File: src/rtl/lhsd_pkg.sv
// Shared types, constants and bit-routing function for the LED hold timer serial driver.
// Used by every module of the block; depends on nothing.
`default_nettype none

package lhsd_pkg;

  // Opcodes of an input beat
  localparam logic [1:0] OP_SET_DEFAULT = 2'd0;
  localparam logic [1:0] OP_SET_GIVEN   = 2'd1;
  localparam logic [1:0] OP_TICK        = 2'd2;
  localparam logic [1:0] OP_DIRECT      = 2'd3;

  localparam int NumLeds       = 8;
  localparam int LedIdxW       = 3;
  localparam int HoldW         = 16;
  localparam int CountWidthDef = 16;
  localparam logic [HoldW-1:0] DefaultHoldReset = 16'd2000;

  // Input beat: led_index, hold_time, pattern, zero pad; opcode rides on tuser
  localparam int InDataW  = 32;
  // Output beat: serial_bit, shown_pattern, zero pad
  localparam int OutDataW = 16;

  // Depth of the queue between classifier and serializer
  localparam int QueueDepth = 2;
  localparam int QueuePtrW  = 1;
  localparam int QueueCntW  = 2;

  // Logical bit i drives physical bit LedRoute[i]
  localparam logic [2:0] LedRoute [NumLeds] = '{3'd3, 3'd2, 3'd7, 3'd1,
                                                3'd6, 3'd0, 3'd5, 3'd4};

  // Pattern handed from front to back
  typedef struct packed {
    logic                 valid;
    logic [NumLeds-1:0]   pattern;
  } lhsd_push_t;

  // Route a logical LED byte to the physical shift-register order, active low
  function automatic logic [NumLeds-1:0] route_invert(input logic [NumLeds-1:0] logical);
    logic [NumLeds-1:0] phys;
    phys = '0;
    for (int i = 0; i < NumLeds; i++) begin
      phys[LedRoute[i]] = logical[i];
    end
    return ~phys;
  endfunction

endpackage

`default_nettype wire

File: src/rtl/lhsd_front.sv
// Front end: accepts input beats, holds the configured default and the eight hold counters,
// and forms the logical LED byte for ticks and direct writes. Depends on lhsd_pkg.
`default_nettype none

module lhsd_front #(
  parameter int COUNT_WIDTH = lhsd_pkg::CountWidthDef
) (
  input  logic                           clk_i,
  input  logic                           rst_ni,
  input  logic                           cfg_valid_i,
  output logic                           cfg_ready_o,
  input  logic [lhsd_pkg::HoldW-1:0]     cfg_data_i,
  input  logic                           in_valid_i,
  output logic                           in_ready_o,
  input  logic [1:0]                     opcode_i,
  input  logic [lhsd_pkg::LedIdxW-1:0]   led_index_i,
  input  logic [lhsd_pkg::HoldW-1:0]     hold_time_i,
  input  logic [lhsd_pkg::NumLeds-1:0]   pattern_i,
  input  logic                           q_full_i,
  output lhsd_pkg::lhsd_push_t           push_o
);
  import lhsd_pkg::*;

  localparam int ExtW = (COUNT_WIDTH > HoldW) ? COUNT_WIDTH : HoldW;

  logic [HoldW-1:0]       default_hold_q;
  logic [COUNT_WIDTH-1:0] cnt_q [NumLeds];
  logic [COUNT_WIDTH-1:0] cnt_d [NumLeds];
  logic                   accept;
  logic [HoldW-1:0]       load_src;
  logic [ExtW-1:0]        load_ext;
  logic [ExtW-1:0]        cnt_max_ext;
  logic [COUNT_WIDTH-1:0] load_val;
  logic [NumLeds-1:0]     lit;

  assign cfg_ready_o = 1'b1;
  assign in_ready_o  = !q_full_i;
  assign accept      = in_valid_i && in_ready_o;

  // Configured default hold
  always_ff @(posedge clk_i or negedge rst_ni) begin
    if (!rst_ni) begin
      default_hold_q <= DefaultHoldReset;
    end else if (cfg_valid_i) begin
      default_hold_q <= cfg_data_i;
    end
  end

  // Saturate the loaded hold at the counter width
  assign load_src    = (opcode_i == OP_SET_GIVEN) ? hold_time_i : default_hold_q;
  assign load_ext    = ExtW'(load_src);
  assign cnt_max_ext = ExtW'({COUNT_WIDTH{1'b1}});
  assign load_val    = (load_ext > cnt_max_ext) ? {COUNT_WIDTH{1'b1}}
                                                : load_ext[COUNT_WIDTH-1:0];

  // Counter updates: load one on a set, decrement the live ones on a tick
  always_comb begin
    for (int i = 0; i < NumLeds; i++) begin
      lit[i]   = (cnt_q[i] != '0);
      cnt_d[i] = cnt_q[i];
      if (accept) begin
        unique case (opcode_i) inside
          OP_SET_DEFAULT, OP_SET_GIVEN: begin
            if (led_index_i == LedIdxW'(i)) cnt_d[i] = load_val;
          end
          OP_TICK: begin
            if (lit[i]) cnt_d[i] = cnt_q[i] - COUNT_WIDTH'(1);
          end
          default: ;
        endcase
      end
    end
  end

  always_ff @(posedge clk_i or negedge rst_ni) begin
    if (!rst_ni) begin
      for (int i = 0; i < NumLeds; i++) cnt_q[i] <= '0;
    end else begin
      for (int i = 0; i < NumLeds; i++) cnt_q[i] <= cnt_d[i];
    end
  end

  // Ticks and direct writes hand a logical byte to the serializer
  assign push_o.valid   = accept && (opcode_i == OP_TICK || opcode_i == OP_DIRECT);
  assign push_o.pattern = (opcode_i == OP_TICK) ? lit : pattern_i;

endmodule

`default_nettype wire

File: src/rtl/lhsd_queue.sv
// Short queue of logical LED bytes between front end and serializer.
// Depends on lhsd_pkg.
`default_nettype none

module lhsd_queue (
  input  logic                           clk_i,
  input  logic                           rst_ni,
  input  lhsd_pkg::lhsd_push_t           push_i,
  output logic                           full_o,
  input  logic                           pop_i,
  output logic                           empty_o,
  output logic [lhsd_pkg::NumLeds-1:0]   head_o
);
  import lhsd_pkg::*;

  logic [NumLeds-1:0]   mem_q [QueueDepth];
  logic [QueuePtrW-1:0] wr_ptr_q, rd_ptr_q;
  logic [QueueCntW-1:0] count_q;
  logic                 do_push, do_pop;

  assign full_o  = (count_q == QueueCntW'(QueueDepth));
  assign empty_o = (count_q == '0);
  assign head_o  = mem_q[rd_ptr_q];
  assign do_push = push_i.valid && !full_o;
  assign do_pop  = pop_i && !empty_o;

  // Storage
  always_ff @(posedge clk_i) begin
    if (do_push) mem_q[wr_ptr_q] <= push_i.pattern;
  end

  // Pointers and fill level
  always_ff @(posedge clk_i or negedge rst_ni) begin
    if (!rst_ni) begin
      wr_ptr_q <= '0;
      rd_ptr_q <= '0;
      count_q  <= '0;
    end else begin
      if (do_push) wr_ptr_q <= wr_ptr_q + QueuePtrW'(1);
      if (do_pop)  rd_ptr_q <= rd_ptr_q + QueuePtrW'(1);
      case ({do_push, do_pop})
        2'b10:   count_q <= count_q + QueueCntW'(1);
        2'b01:   count_q <= count_q - QueueCntW'(1);
        default: ;
      endcase
    end
  end

endmodule

`default_nettype wire

File: src/rtl/lhsd_back.sv
// Serializer: routes and inverts a logical byte, then shifts it out MSB first, one
// output beat per bit, flagging the eighth as last. Depends on lhsd_pkg.
`default_nettype none

module lhsd_back (
  input  logic                           clk_i,
  input  logic                           rst_ni,
  input  logic                           q_empty_i,
  input  logic [lhsd_pkg::NumLeds-1:0]   q_head_i,
  output logic                           q_pop_o,
  output logic                           out_valid_o,
  input  logic                           out_ready_i,
  output logic                           serial_bit_o,
  output logic                           last_bit_o,
  output logic [lhsd_pkg::NumLeds-1:0]   shown_pattern_o
);
  import lhsd_pkg::*;

  logic               valid_q;
  logic [LedIdxW-1:0] bit_cnt_q;
  logic [NumLeds-1:0] shift_q;
  logic [NumLeds-1:0] logical_q;
  logic               last;
  logic               free;

  assign last    = (bit_cnt_q == LedIdxW'(NumLeds - 1));
  // Output slot frees up when empty or when the last bit is taken
  assign free    = !valid_q || (out_ready_i && last);
  assign q_pop_o = free && !q_empty_i;

  // Control: valid flag and bit position
  always_ff @(posedge clk_i or negedge rst_ni) begin
    if (!rst_ni) begin
      valid_q   <= 1'b0;
      bit_cnt_q <= '0;
    end else if (free) begin
      valid_q   <= !q_empty_i;
      bit_cnt_q <= '0;
    end else if (out_ready_i) begin
      bit_cnt_q <= bit_cnt_q + LedIdxW'(1);
    end
  end

  // Payload: physical shift register and the logical byte shown
  always_ff @(posedge clk_i) begin
    if (q_pop_o) begin
      shift_q   <= route_invert(q_head_i);
      logical_q <= q_head_i;
    end else if (valid_q && out_ready_i) begin
      shift_q   <= {shift_q[NumLeds-2:0], 1'b0};
    end
  end

  assign out_valid_o     = valid_q;
  assign serial_bit_o    = shift_q[NumLeds-1];
  assign last_bit_o      = last;
  assign shown_pattern_o = logical_q;

endmodule

`default_nettype wire

File: src/rtl/led_hold_timers_serial_driver.sv
// Top level of the LED hold timer serial driver: streaming ports, config port, and the
// front end, queue and serializer. Depends on lhsd_pkg, lhsd_front, lhsd_queue, lhsd_back.
`default_nettype none

// Eight activity LEDs, each with a hold counter. Set beats (opcode 0/1) load one counter and
// produce no output; a tick (2) lights every LED with a nonzero counter and counts those
// down; a direct write (3) shows a raw byte. The opcode travels on tuser. Each tick or direct
// write yields eight output beats, the routed and inverted byte MSB first, the eighth with
// tlast for the strobe.
// Set beats are taken one per cycle while the queue is not full; a tick or direct write
// occupies the serializer for eight output beats (one bit per cycle while the output is ready).
// A two-entry queue lets the front end accept beats while the serializer is busy or the
// output is stalled. The counters reset to zero, default_hold to 2000; no clearing pass.
module led_hold_timers_serial_driver #(
  parameter int COUNT_WIDTH = lhsd_pkg::CountWidthDef
) (
  input  logic                            clk_i,
  input  logic                            rst_ni,
  // Config: default_hold
  input  logic                            cfg_valid_i,
  output logic                            cfg_ready_o,
  input  logic [lhsd_pkg::HoldW-1:0]      cfg_data_i,
  // Input: led_index[2:0], hold_time[18:3], pattern[26:19], zero[31:27]
  input  logic                            s_axis_tvalid,
  output logic                            s_axis_tready,
  input  logic [lhsd_pkg::InDataW-1:0]    s_axis_tdata,
  // Input: opcode[1:0]
  input  logic [1:0]                      s_axis_tuser,
  // Output: serial_bit[0], shown_pattern[8:1], zero[15:9]; last_bit on tlast
  output logic                            m_axis_tvalid,
  input  logic                            m_axis_tready,
  output logic [lhsd_pkg::OutDataW-1:0]   m_axis_tdata,
  output logic                            m_axis_tlast
);
  import lhsd_pkg::*;

  lhsd_push_t         push;
  logic               q_full, q_empty, q_pop;
  logic [NumLeds-1:0] q_head;
  logic               serial_bit;
  logic [NumLeds-1:0] shown_pattern;

  lhsd_front #(.COUNT_WIDTH(COUNT_WIDTH)) u_front (
    .clk_i       (clk_i),
    .rst_ni      (rst_ni),
    .cfg_valid_i (cfg_valid_i),
    .cfg_ready_o (cfg_ready_o),
    .cfg_data_i  (cfg_data_i),
    .in_valid_i  (s_axis_tvalid),
    .in_ready_o  (s_axis_tready),
    .opcode_i    (s_axis_tuser),
    .led_index_i (s_axis_tdata[2:0]),
    .hold_time_i (s_axis_tdata[18:3]),
    .pattern_i   (s_axis_tdata[26:19]),
    .q_full_i    (q_full),
    .push_o      (push)
  );

  lhsd_queue u_queue (
    .clk_i   (clk_i),
    .rst_ni  (rst_ni),
    .push_i  (push),
    .full_o  (q_full),
    .pop_i   (q_pop),
    .empty_o (q_empty),
    .head_o  (q_head)
  );

  lhsd_back u_back (
    .clk_i           (clk_i),
    .rst_ni          (rst_ni),
    .q_empty_i       (q_empty),
    .q_head_i        (q_head),
    .q_pop_o         (q_pop),
    .out_valid_o     (m_axis_tvalid),
    .out_ready_i     (m_axis_tready),
    .serial_bit_o    (serial_bit),
    .last_bit_o      (m_axis_tlast),
    .shown_pattern_o (shown_pattern)
  );

  assign m_axis_tdata = {(OutDataW - NumLeds - 1)'(0), shown_pattern, serial_bit};

endmodule

`default_nettype wire

File: config.mk
export PLATFORM = sky130hd
export DESIGN_NAME = led_hold_timers_serial_driver
export DESIGN_NICKNAME = d
export VERILOG_FILES = /design/src/rtl/lhsd_pkg.sv /design/src/rtl/lhsd_front.sv /design/src/rtl/lhsd_queue.sv /design/src/rtl/lhsd_back.sv /design/src/rtl/led_hold_timers_serial_driver.sv
export SDC_FILE = /design/constraint.sdc
export NUM_CORES = 1
export LEC_CHECK = 0
export CORE_MARGIN = 8
export CORE_UTILIZATION = 53
export CTS_CLUSTER_SIZE = 40
export DETAILED_ROUTE_END_ITERATION = 10
export DONT_BUFFER_PORTS = 1
export PLACE_DENSITY = 0.74
export SLEW_MARGIN = 40
export SYNTH_ARGS = -nofsm -noshare
export SYNTH_HDL_FRONTEND = slang
export SYNTH_SLANG_ARGS = --single-unit
File: constraint.sdc
create_clock -name clk_i -period 2.25 [get_ports clk_i]
set_input_delay 0.45 -clock clk_i [delete_from_list [all_inputs] [get_ports clk_i]]
set_output_delay 0.45 -clock clk_i [all_outputs]
set_load 0.03 [all_outputs]
==> results of run 1 <==
critical path: cells and delay by family (launching register included):
family                 cells  cell delay [ns]
buffers and inverters      1             0.17
flip-flops                 1             0.45
AO/OA/AOI/OAI              3             0.45
AND/OR/NAND/NOR            2             0.96
cell families (layout without fill, tap and decap cells):
| kind of cell | Yosys count | count (layout) | share of synthesized area, % |
|---|---|---|---|
| xor gates and xnor gates | 5 | 5 | 0.426 |
| and+or+nand+nor | 329 | 329 | 15.8 |
| DFF | 184 | 184 | 46.4 |
| AOI/OAI and AO/OA | 461 | 461 | 25.9 |
| muxes | 40 | 40 | 4.38 |
| buffers and inverters | 110 | 130 | 4.75 |
| other | 2 | 8 | 0.0731 |
| adders and majority gates | 18 | 18 | 2.19 |
power groups by stage:
stage | logic (W) | registers [W] | clock network, W
finish | 0.00463 | 0.00594 | 0.00325
global placement | 0.00438 | 0.00587 | 0
detailed placement | 0.00454 | 0.00592 | 0
floorplan | 0.00337 | 0.00562 | 0
global route | 0.00524 | 0.00615 | 0.00343
CTS | 0.00457 | 0.00589 | 0.00327
worst paths after layout:
path	slack, ns	startpoint	depth (start not counted)	to
max	0.11	u_front.cnt_q[74]$_DFFE_PN0P_	6	u_front.cnt_q[73]$_DFFE_PN0P_
min	-0.29	rst_ni	0	u_front.default_hold_q[3]$_DFFE_PN0P_
max reg2reg	0.11	u_front.cnt_q[74]$_DFFE_PN0P_	6	u_front.cnt_q[73]$_DFFE_PN0P_
min reg2reg	0.49	u_front.cnt_q[24]$_DFFE_PN0P_	1	u_front.cnt_q[24]$_DFFE_PN0P_
max in group asynchronous	2.28	rst_ni	0	u_front.cnt_q[55]$_DFFE_PN0P_
min in group clk_i	0.16	cfg_data_i[15]	1	u_front.default_hold_q[15]$_DFFE_PN0P_
synth_stat cells, types with 6 or more instances:
cell type    n
mux2_2      40
buf_2       13
nor3_1      43
o31ai_1      6
dfstp_2      6
nor2_1     141
ha_1        18
a31oi_1     52
buf_4       11
nand3_1      8
or3_1        8
o2bb2ai_1   10
nor4_1      21
o21ai_0    201
a22o_1      18
o31a_1       9
or4_1       12
o21ai_1     24
inv_1       35
nand2_1     49
dfrtp_1    146
nor2b_1      6
nor3b_1      7
clkbuf_1    44
edfxtp_1    32
a21oi_1     99
layout make-up:
cell class                      count  area share, %
Inverter                           35           1.15
Sequential cell                   184           41.7
Timing Repair Buffer               63           4.36
Multi-Input combinational cell    861           44.3
Clock inverter                     11           1.48
Clock buffer                       21           4.03
Tap cell                          265           2.90
registers in the layout, indices dropped and copies added, names as in the netlist:
signal and cells:
u_front.cnt_q 128, u_front.default_hold_q 16, u_queue.mem_q 16, u_back.shift_q 8
u_back.shown_pattern_o 8, u_back.bit_cnt_q 3, u_queue.count_q 2, u_back.out_valid_o 1
u_queue.rd_ptr_q 1, u_queue.wr_ptr_q 1
per-stage QoR:
step / std cells / total power [W] / cell area [sq um] / worst slack (ns) / util [%]
final: 1440 / 0.0138 / 11400 / 0.111 / 59.3
after global routing: 1440 / 0.0148 / 11400 / 0.0252 / 59.3
after CTS: 1439 / 0.0137 / 11400 / 0.125 / 59.2
after detailed placement: 1407 / 0.0105 / 10800 / 0.156 / 55.9
after global placement: 1407 / 0.0103 / 10800 / 0.198 / 55.9
after floorplan: 1155 / 0.00900 / 10300 / 0.0573 / -
metal layers:
layer  up-vias  track usage [%]
met4         0             9.66
met1      4367             31.4
li1       4263                -
met3        72             5.27
met2       371             37.2
met5         -                0
repair_timing:
| item | CTS | global route |
|---|---|---|
| hold endpoints to repair | 152 | 152 |
| setup buffers | 0 | 1 |
| endpoints found under the setup margin | 0 | 14 |
| gates resized for setup | 0 | 4 |
==> impl_metrics.py, run 1 <==
metrics = {
    "run": {
        "maxCapViolCount": 0,
    },
    "timing": {
        "fin_setup_tns_ns": 0,
        "rsz0062_at_grt": "false",
        "period_share_pct": 95.1,
        "holdWs_ns": -0.295,
        "period_minus_slack_ns": 2.14,
        "worst_pin_slew_ns": 0.819,
        "skew_ns": 0.00952,
        "fmax_mhz": 467,
        "setup_viol": 0,
        "slew_headroom_pct": 45.4,
        "hold_viol_final": 152,
        "slew_violations": 0,
    },
    "critical_path": {
        "slowest_delay_ns": 0.62,
        "startpoint_type": "flip-flop",
        "arrival_ns": 2.49,
        "cp-end-kind": "flip-flop",
        "path_common_cell": "o21ai_0",
        "crit_required_ns": 2.60,
        "critPathKind": "flip-flop to flip-flop",
        "crit_chain": "or4_1 > nor3_2 > a211o_1 > buf_12 > o21ai_0 > o21ai_0",
        "cpMaxStageDelayCell": "or4_1",
        "crit_fanout": 32,
    },
    "clocking": {
        "cts_root_buf": "clkbuf_16",
        "clk_pin_slew_ns": 0.07,
        "cts_tree": "done",
        "cts_made_buffers": 17,
        "cts.path.max_buffers": 2,
        "htree_levels": 4,
        "clock_latency_ns": 0.44,
        "cts_num_sinks": 184,
    },
    "power": {
        "power-per-cell-area_nw_per_um2": 1210,
        "p_leak_nw": 4.63,
        "power.internal_w": 0.00852,
        "power_switching_w": 0.00530,
        "vdd_drop_max_mv": 0.781,
        "pwr-share-clk_pct": 23.5,
        "swShare_pct": 38.4,
        "seqPwrFrac_pct": 43.0,
        "power_frac_comb_pct": 33.5,
    },
    "synth": {
        "syn_area_sq_um": 10300,
        "synthTopCellsByArea": "dfrtp_1, o21ai_0, edfxtp_1",
        "synthCells": 1149,
        "ys.flop_type": "dfrtp_1",
        "synth_seq_area_share_pct": 46.4,
        "synth_edf_count": 32,
        "ys_async_sr_fraction_pct": 82.6,
        "syn_area_per_cell_sq_um": 8.94,
        "yosys_warnings": 0,
        "yosys.area.top_type_share_pct": 35.6,
        "synth_top_area_cell": "dfrtp_1",
        "yosysUniqueCellTypes": 65,
        "yosys_register_bits": 184,
    },
    "grt": {
        "grt_pass1_vias": 8526,
        "grt_first_pass_wirelength_microns": 45600,
        "antenna_found_initial": 0,
        "grt.overflow.total": 0,
        "gr-usage-all-layers_pct": 23.7,
        "grt_max_degree": 153,
    },
    "routing": {
        "routed-wl-met2_microns": 13200,
        "wl_microns": 27900,
        "ant_nets": 0,
        "drtIter0Drc": 968,
        "drt_first_pass_iters": 5,
        "drt-wirelength-per-cell_microns": 19.4,
        "drc": 0,
        "vias_per_cell": 6.30,
        "wl_met1_microns": 11500,
        "via_count": 9073,
        "wl_met3_microns": 2110,
        "routed.top_layer": "met4",
    },
    "floorplanning": {
        "coreArea_sq_um": 19300,
        "num_io_pins": 75,
        "die_h_microns": 155,
        "dieArea_sq_um": 24100,
        "rows": 51,
        "die_w_microns": 155,
        "initial_utilization_pct": 53.3,
    },
    "hold_path": {
        "min_path_type": "primary input to async pin",
    },
    "layout": {
        "regArea_sq_um": 4770,
        "n_antenna_cell": 0,
        "area_growth_pct": 11.3,
        "final_cell_mix": "o21ai_0, dfrtp_1, nor2_1",
        "fillers": 1653,
        "drive_gt1_share_pct": 14.0,
        "final_nets": 1235,
        "layout_commonest_cell": "o21ai_0",
        "multi_input_area_sq_um": 5070,
    },
    "status": {
        "violations": "negative hold slack",
        "status": "complete, but fails checks",
    },
    "place": {
        "gp_congestion": 0.843,
        "hpwl_microns": 18200,
        "io_buffers": 0,
    },
}
No activity file was read; power rests on OpenSTA's default activity.
==> inputs of run 2 (changes only) <==
--- a/config.mk
+++ b/config.mk
@@ -11,6 +11,7 @@
 export DETAILED_ROUTE_END_ITERATION = 10
 export DONT_BUFFER_PORTS = 1
 export PLACE_DENSITY = 0.74
+export RECOVER_POWER = 100
 export SLEW_MARGIN = 40
 export SYNTH_ARGS = -nofsm -noshare
 export SYNTH_HDL_FRONTEND = slang
==> run 2 against run 1 <==
The run still ends with negative hold slack left. Total power is 0.46% lower. Critical path depth is the same. Flip-flop and latch count did not move. Sequential power barely moved. Non-clock buffer count did not move. Worst setup slack worse by 0.0041 ns. Register-to-register slack hardly changed. Die area is the same. Combinational power decreased by 2%. Largest cell class unchanged.
==> impl_metrics.py, run 2 (synthesis gave the netlist of run 1 again) <==
metrics = {
    "timing": {
        "slew_headroom_pct": 45.2,
        "period_minus_slack_ns": 2.14,
        "period_share_pct": 95.3,
        "fmax_mhz": 467,
        "slew_violations": 0,
        "worst_pin_slew_ns": 0.822,
        "holdWs_ns": -0.302,
        "fin_setup_tns_ns": 0,
        "rsz0062_at_grt": "false",
        "skew_ns": 0.00882,
        "hold_viol_final": 152,
        "setup_viol": 0,
    },
    "critical_path": {
        "rr_startpoint": "u_front.cnt_q[74]$_DFFE_PN0P_",
        "startpoint_type": "flip-flop",
        "path_common_cell": "o21ai_0",
        "r2r_cells": 6,
        "cp-end-kind": "flip-flop",
        "crit_required_ns": 2.60,
        "arrival_ns": 2.49,
        "critPathKind": "flip-flop to flip-flop",
        "slowest_delay_ns": 0.62,
        "crit_fanout": 32,
        "r2r_slack_ns": 0.11,
        "crit_chain": "or4_1 > nor3_2 > a211o_1 > buf_12 > o21ai_0 > o21ai_0",
        "timing.rr.end": "u_front.cnt_q[73]$_DFFE_PN0P_",
        "cpMaxStageDelayCell": "or4_1",
    },
    "clocking": {
        "clk_pin_slew_ns": 0.07,
        "cts_tree": "done",
        "cts_num_sinks": 184,
        "clock_latency_ns": 0.44,
        "cts_root_buf": "clkbuf_16",
        "htree_levels": 4,
        "cts_made_buffers": 17,
        "cts.path.max_buffers": 2,
    },
    "routing": {
        "drt-wirelength-per-cell_microns": 19.4,
        "ant_nets": 0,
        "vias_per_cell": 6.30,
        "drt_first_pass_iters": 6,
        "drtIter0Drc": 918,
        "via_count": 9075,
        "drc": 0,
        "wl_microns": 27900,
    },
    "grt": {
        "grt.overflow.total": 0,
        "grt_pass1_vias": 8526,
        "gr-usage-all-layers_pct": 23.7,
        "grt_first_pass_wirelength_microns": 45600,
        "grt_max_degree": 153,
        "antenna_found_initial": 0,
    },
    "floorplanning": {
        "rows": 51,
        "initial_utilization_pct": 53.3,
        "die_h_microns": 155,
        "die_w_microns": 155,
        "num_io_pins": 75,
        "coreArea_sq_um": 19300,
        "dieArea_sq_um": 24100,
    },
    "place": {
        "io_buffers": 0,
        "gp_congestion": 0.843,
        "hpwl_microns": 18200,
        "placed_cell_area_sq_um": 10800,
        "dp_cells": 1407,
    },
    "status": {
        "violations": "negative hold slack",
        "status": "complete, but fails checks",
    },
    "layout": {
        "final_nets": 1235,
        "final_cells": 1440,
        "area_growth_pct": 10.7,
        "n_antenna_cell": 0,
        "finalInstanceArea_sq_um": 11400,
        "layout_commonest_cell": "o21ai_0",
        "drive_gt1_share_pct": 11.8,
        "top_regs": "u_front.cnt_q: 128 flops, u_front.default_hold_q: 16 flops, u_queue.mem_q: 16 flops",
        "top_register": "u_front.cnt_q",
        "largest_register_ffs": 128,
        "final_cell_mix": "o21ai_0, dfrtp_1, nor2_1",
    },
    "run": {
        "maxCapViolCount": 0,
    },
    "power": {
        "power-per-cell-area_nw_per_um2": 1210,
        "vdd_drop_max_mv": 0.783,
        "p_leak_nw": 4.57,
    },
    "hold_path": {
        "min_path_type": "primary input to async pin",
    },
}
[run 2: cell types whose count changed in the layout (fill, tap and decap cells not counted)]
cell	delta
dfstp_2	-6
clkbuf_1	+13
mux2_1	+6
o21ai_0	+11
mux2_2	-6
buf_4	-18
dfstp_1	+6
o21ai_1	-11
clkbuf_2	+5
[run 2: per-layer routing]
metal  vias to the layer above  global-route usage [%]  wire length [microns]
met3                        73                    5.27                   2180
met5                         -                       0                      0
li1                       4258                       -                      -
met1                      4358                    31.4                  11500
met2                       386                    37.2                  13200
met4                         0                    9.66                   1000
[run 2: report_power, final]
group	total [W]	internal (W)	switching, W
clock	0.00326	0.00192	0.00134
sequential	0.00594	0.00470	0.00124
combinational	0.00456	0.00183	0.00273
total	0.0138	0.00845	0.00531
[run 2: worst max-delay path by stage]
| stage | from | endpoint | slack, ns | cells past startpoint |
|---|---|---|---|---|
| floorplan | u_front.cnt_q[0]$_DFFE_PN0P_ | u_front.cnt_q[5]$_DFFE_PN0P_ | 0.06 | 8 |
| global placement | u_front.cnt_q[112]$_DFFE_PN0P_ | u_front.cnt_q[126]$_DFFE_PN0P_ | 0.20 | 6 |
| detailed placement | u_front.cnt_q[97]$_DFFE_PN0P_ | u_front.cnt_q[108]$_DFFE_PN0P_ | 0.16 | 8 |
| CTS | u_front.cnt_q[89]$_DFFE_PN0P_ | u_front.cnt_q[82]$_DFFE_PN0P_ | 0.13 | 6 |
| global route | u_front.cnt_q[101]$_DFFE_PN0P_ | u_front.cnt_q[100]$_DFFE_PN0P_ | 0.01 | 6 |
| finish | u_front.cnt_q[74]$_DFFE_PN0P_ | u_front.cnt_q[73]$_DFFE_PN0P_ | 0.11 | 6 |
[run 2: what timing repair did]
item                       4_1_cts  5_1_grt
resized for setup                0        4
setup endpoints to repair        0       14
setup buffers                    0        1
hold endpoints to repair       152      152
[run 2: critical path, delay by kind of cell (launching register included)]
family          cells  cell delay [ns]
buf+inv             1             0.18
flops               1             0.45
compound gates      3             0.45
simple gates        2             0.97
[run 2: cell type report]
cell class | instances | area, sq um
Multi-Input combinational cell | 861 | 5070
Sequential cell | 184 | 4770
Inverter | 35 | 131
Timing Repair Buffer | 63 | 437
Tap cell | 265 | 332
Clock inverter | 11 | 169
Clock buffer | 21 | 460
Fill cell | 1665 | 7900
[run 2: through the flow]
stage	utilization (%)	worst slack [ns]	hold slack, ns	power (W)
floorplan	-	0.0573	0.154	0.00900
global placement	55.9	0.198	0.159	0.0103
detailed placement	55.9	0.156	0.158	0.0105
CTS	59.2	0.125	-0.308	0.0137
global route	59.0	0.0130	-0.313	0.0147
finish	59.0	0.106	-0.302	0.0138
==> inputs of run 3 (changes only) <==
--- a/config.mk
+++ b/config.mk
@@ -12,6 +12,7 @@
 export DONT_BUFFER_PORTS = 1
 export PLACE_DENSITY = 0.74
 export RECOVER_POWER = 100
+export REMOVE_ABC_BUFFERS = 1
 export SLEW_MARGIN = 40
 export SYNTH_ARGS = -nofsm -noshare
 export SYNTH_HDL_FRONTEND = slang
==> run 3 against run 2 <==
Routed wire length decreased by 0.55%. Die area did not move. Clock skew fell by 0.0019 ns. Hold slack better by 0.014 ns. Critical path type unchanged. Worst setup slack worse by 0.037 ns. Non-clock buffer count rose by 1. Via count grew 1.1%. Final cell count about the same. Flip-flop and latch count unchanged. Cell area increased by 0.45%. The run still ends with negative hold slack left.
==> impl_metrics.py, run 3 (synthesis gave the netlist of run 1 again) <==
metrics = {
    "status": {
        "status": "complete, but fails checks",
        "violations": "negative hold slack",
    },
    "power": {
        "power_frac_comb_pct": 33.6,
        "vdd_drop_max_mv": 0.645,
        "power.internal_w": 0.00841,
        "seqPwrFrac_pct": 43.3,
        "swShare_pct": 38.8,
        "p_leak_nw": 4.59,
        "finalPower_w": 0.0137,
        "power_switching_w": 0.00534,
        "pwr-share-clk_pct": 23.2,
        "power-per-cell-area_nw_per_um2": 1200,
    },
    "routing": {
        "vias_per_cell": 6.37,
        "wl_microns": 27800,
        "drtIter0Drc": 872,
        "via_count": 9175,
        "drt_first_pass_iters": 5,
        "drt-wirelength-per-cell_microns": 19.3,
        "drc": 0,
        "ant_nets": 0,
    },
    "critical_path": {
        "crit_required_ns": 2.55,
        "critPathKind": "flip-flop to flip-flop",
        "cp-end-kind": "flip-flop",
        "cpMaxStageDelayCell": "or4_1",
        "slowest_delay_ns": 0.69,
        "startpoint_type": "flip-flop",
        "crit_chain": "or4_1 > nor4b_2 > clkbuf_2 > a21oi_1 > o21ai_0 > o21ai_0",
        "path_common_cell": "o21ai_0",
        "arrival_ns": 2.48,
        "crit_fanout": 7,
    },
    "timing": {
        "setup_viol": 0,
        "rsz0062_at_grt": "false",
        "fmax_mhz": 459,
        "period_minus_slack_ns": 2.18,
        "worst_pin_slew_ns": 0.769,
        "skew_ns": 0.00693,
        "period_share_pct": 96.9,
        "hold_viol_final": 146,
        "slew_violations": 0,
        "finalWorstSetupSlack_ns": 0.0695,
        "slew_headroom_pct": 48.3,
        "fin_setup_tns_ns": 0,
        "holdWs_ns": -0.288,
    },
    "clocking": {
        "cts_tree": "done",
        "cts.path.max_buffers": 2,
        "htree_levels": 4,
        "cts_made_buffers": 17,
        "cts_num_sinks": 184,
        "clk_pin_slew_ns": 0.07,
        "clock_latency_ns": 0.44,
        "cts_root_buf": "clkbuf_16",
    },
    "layout": {
        "largest_register_ffs": 128,
        "regArea_sq_um": 4770,
        "area_growth_pct": 11.2,
        "final_util_pct": 59.3,
        "multi_input_area_sq_um": 5080,
        "drive_gt1_share_pct": 11.9,
        "final_cells": 1441,
        "final_nets": 1236,
        "n_antenna_cell": 0,
        "final_cell_mix": "o21ai_0, dfrtp_1, nor2_1",
        "fillers": 1682,
        "layout_commonest_cell": "o21ai_0",
        "top_regs": "u_front.cnt_q: 128 flops, u_front.default_hold_q: 16 flops, u_queue.mem_q: 16 flops",
        "top_register": "u_front.cnt_q",
    },
    "grt": {
        "grt_util_met1_pct": 30.7,
        "use_met2_pct": 36.2,
        "antenna_found_initial": 1,
        "gr-usage-all-layers_pct": 22.9,
        "grt_first_pass_wirelength_microns": 44100,
        "grt.overflow.total": 0,
        "grt_pass1_vias": 8395,
        "grt_max_degree": 153,
        "busiest_layer": "met2",
        "grt_use_met3_pct": 5.10,
    },
    "floorplanning": {
        "coreArea_sq_um": 19300,
        "die_h_microns": 155,
        "initial_utilization_pct": 53.3,
        "dieArea_sq_um": 24100,
        "num_io_pins": 75,
        "die_w_microns": 155,
        "rows": 51,
    },
    "place": {
        "gp_congestion": 0.890,
        "io_buffers": 0,
        "pre_cts_slack_ns": 0.124,
        "hpwl_microns": 18100,
        "dp_cells": 1408,
    },
    "run": {
        "maxCapViolCount": 0,
    },
    "hold_path": {
        "min_path_type": "primary input to async pin",
    },
}
[run 3: cell type report]
class / count / area share, %
multi-input combinational: 861 / 44.4
sequential: 184 / 41.8
timing repair buffer: 64 / 4.26
clock buffer: 17 / 3.72
tap: 265 / 2.90
clock inverter: 15 / 1.74
inverter: 35 / 1.15
[run 3: what timing repair did]
action | 4_1_cts | 5_1_grt
setup buffers | 0 | 1
setup endpoints to repair | 0 | 22
hold endpoints to repair | 152 | 152
resized for setup | 0 | 5
[run 3: final timing paths]
check                                          startpoint                                endpoint  slack [ns]  depth (start not counted)
setup / recovery           u_front.cnt_q[101]$_DFFE_PN0P_          u_front.cnt_q[109]$_DFFE_PN0P_        0.07                          6
hold / removal                                     rst_ni         u_back.bit_cnt_q[1]$_DFFE_PN0P_       -0.29                          0
setup reg to reg           u_front.cnt_q[101]$_DFFE_PN0P_          u_front.cnt_q[109]$_DFFE_PN0P_        0.07                          6
hold reg to reg             u_front.cnt_q[79]$_DFFE_PN0P_           u_front.cnt_q[79]$_DFFE_PN0P_        0.49                          1
max in group asynchronous                          rst_ni   u_front.default_hold_q[7]$_DFFE_PN1P_        2.20                          0
min in group clk_i                         cfg_data_i[11]  u_front.default_hold_q[11]$_DFFE_PN0P_        0.16                          1
[run 3: metal layers]
| metal | vias up | part of all wire (%) |
|---|---|---|
| li1 | 4263 | - |
| met2 | 387 | 46 |
| met1 | 4477 | 43 |
| met3 | 46 | 8.3 |
| met4 | 2 | 2.3 |
| met5 | - | 0.032 |
[run 3: per-stage QoR]
stage | hold slack (ns) | area (sq um)
finish | -0.288 | 11400
floorplan | 0.154 | 9940
CTS | -0.296 | 11400
global route | -0.301 | 11400
global placement | 0.163 | 10800
detailed placement | 0.163 | 10800
[run 3: worst max-delay path: cells and delay by family (launching register included)]
kind	cells	cell delay, ns
and+or+nand+nor	2	0.95
buffers and inverters	1	0.23
AOI/OAI and AO/OA	3	0.43
DFF	1	0.44
[run 3: power by group through the flow]
stage          clock [W]  combinational (W)  sequential, W
2_1_floorplan          0            0.00323        0.00565
3_3_place_gp           0            0.00439        0.00588
3_5_place_dp           0            0.00455        0.00593
4_1_cts          0.00323            0.00460        0.00589
5_1_grt          0.00336            0.00516        0.00611
6_report         0.00318            0.00462        0.00595
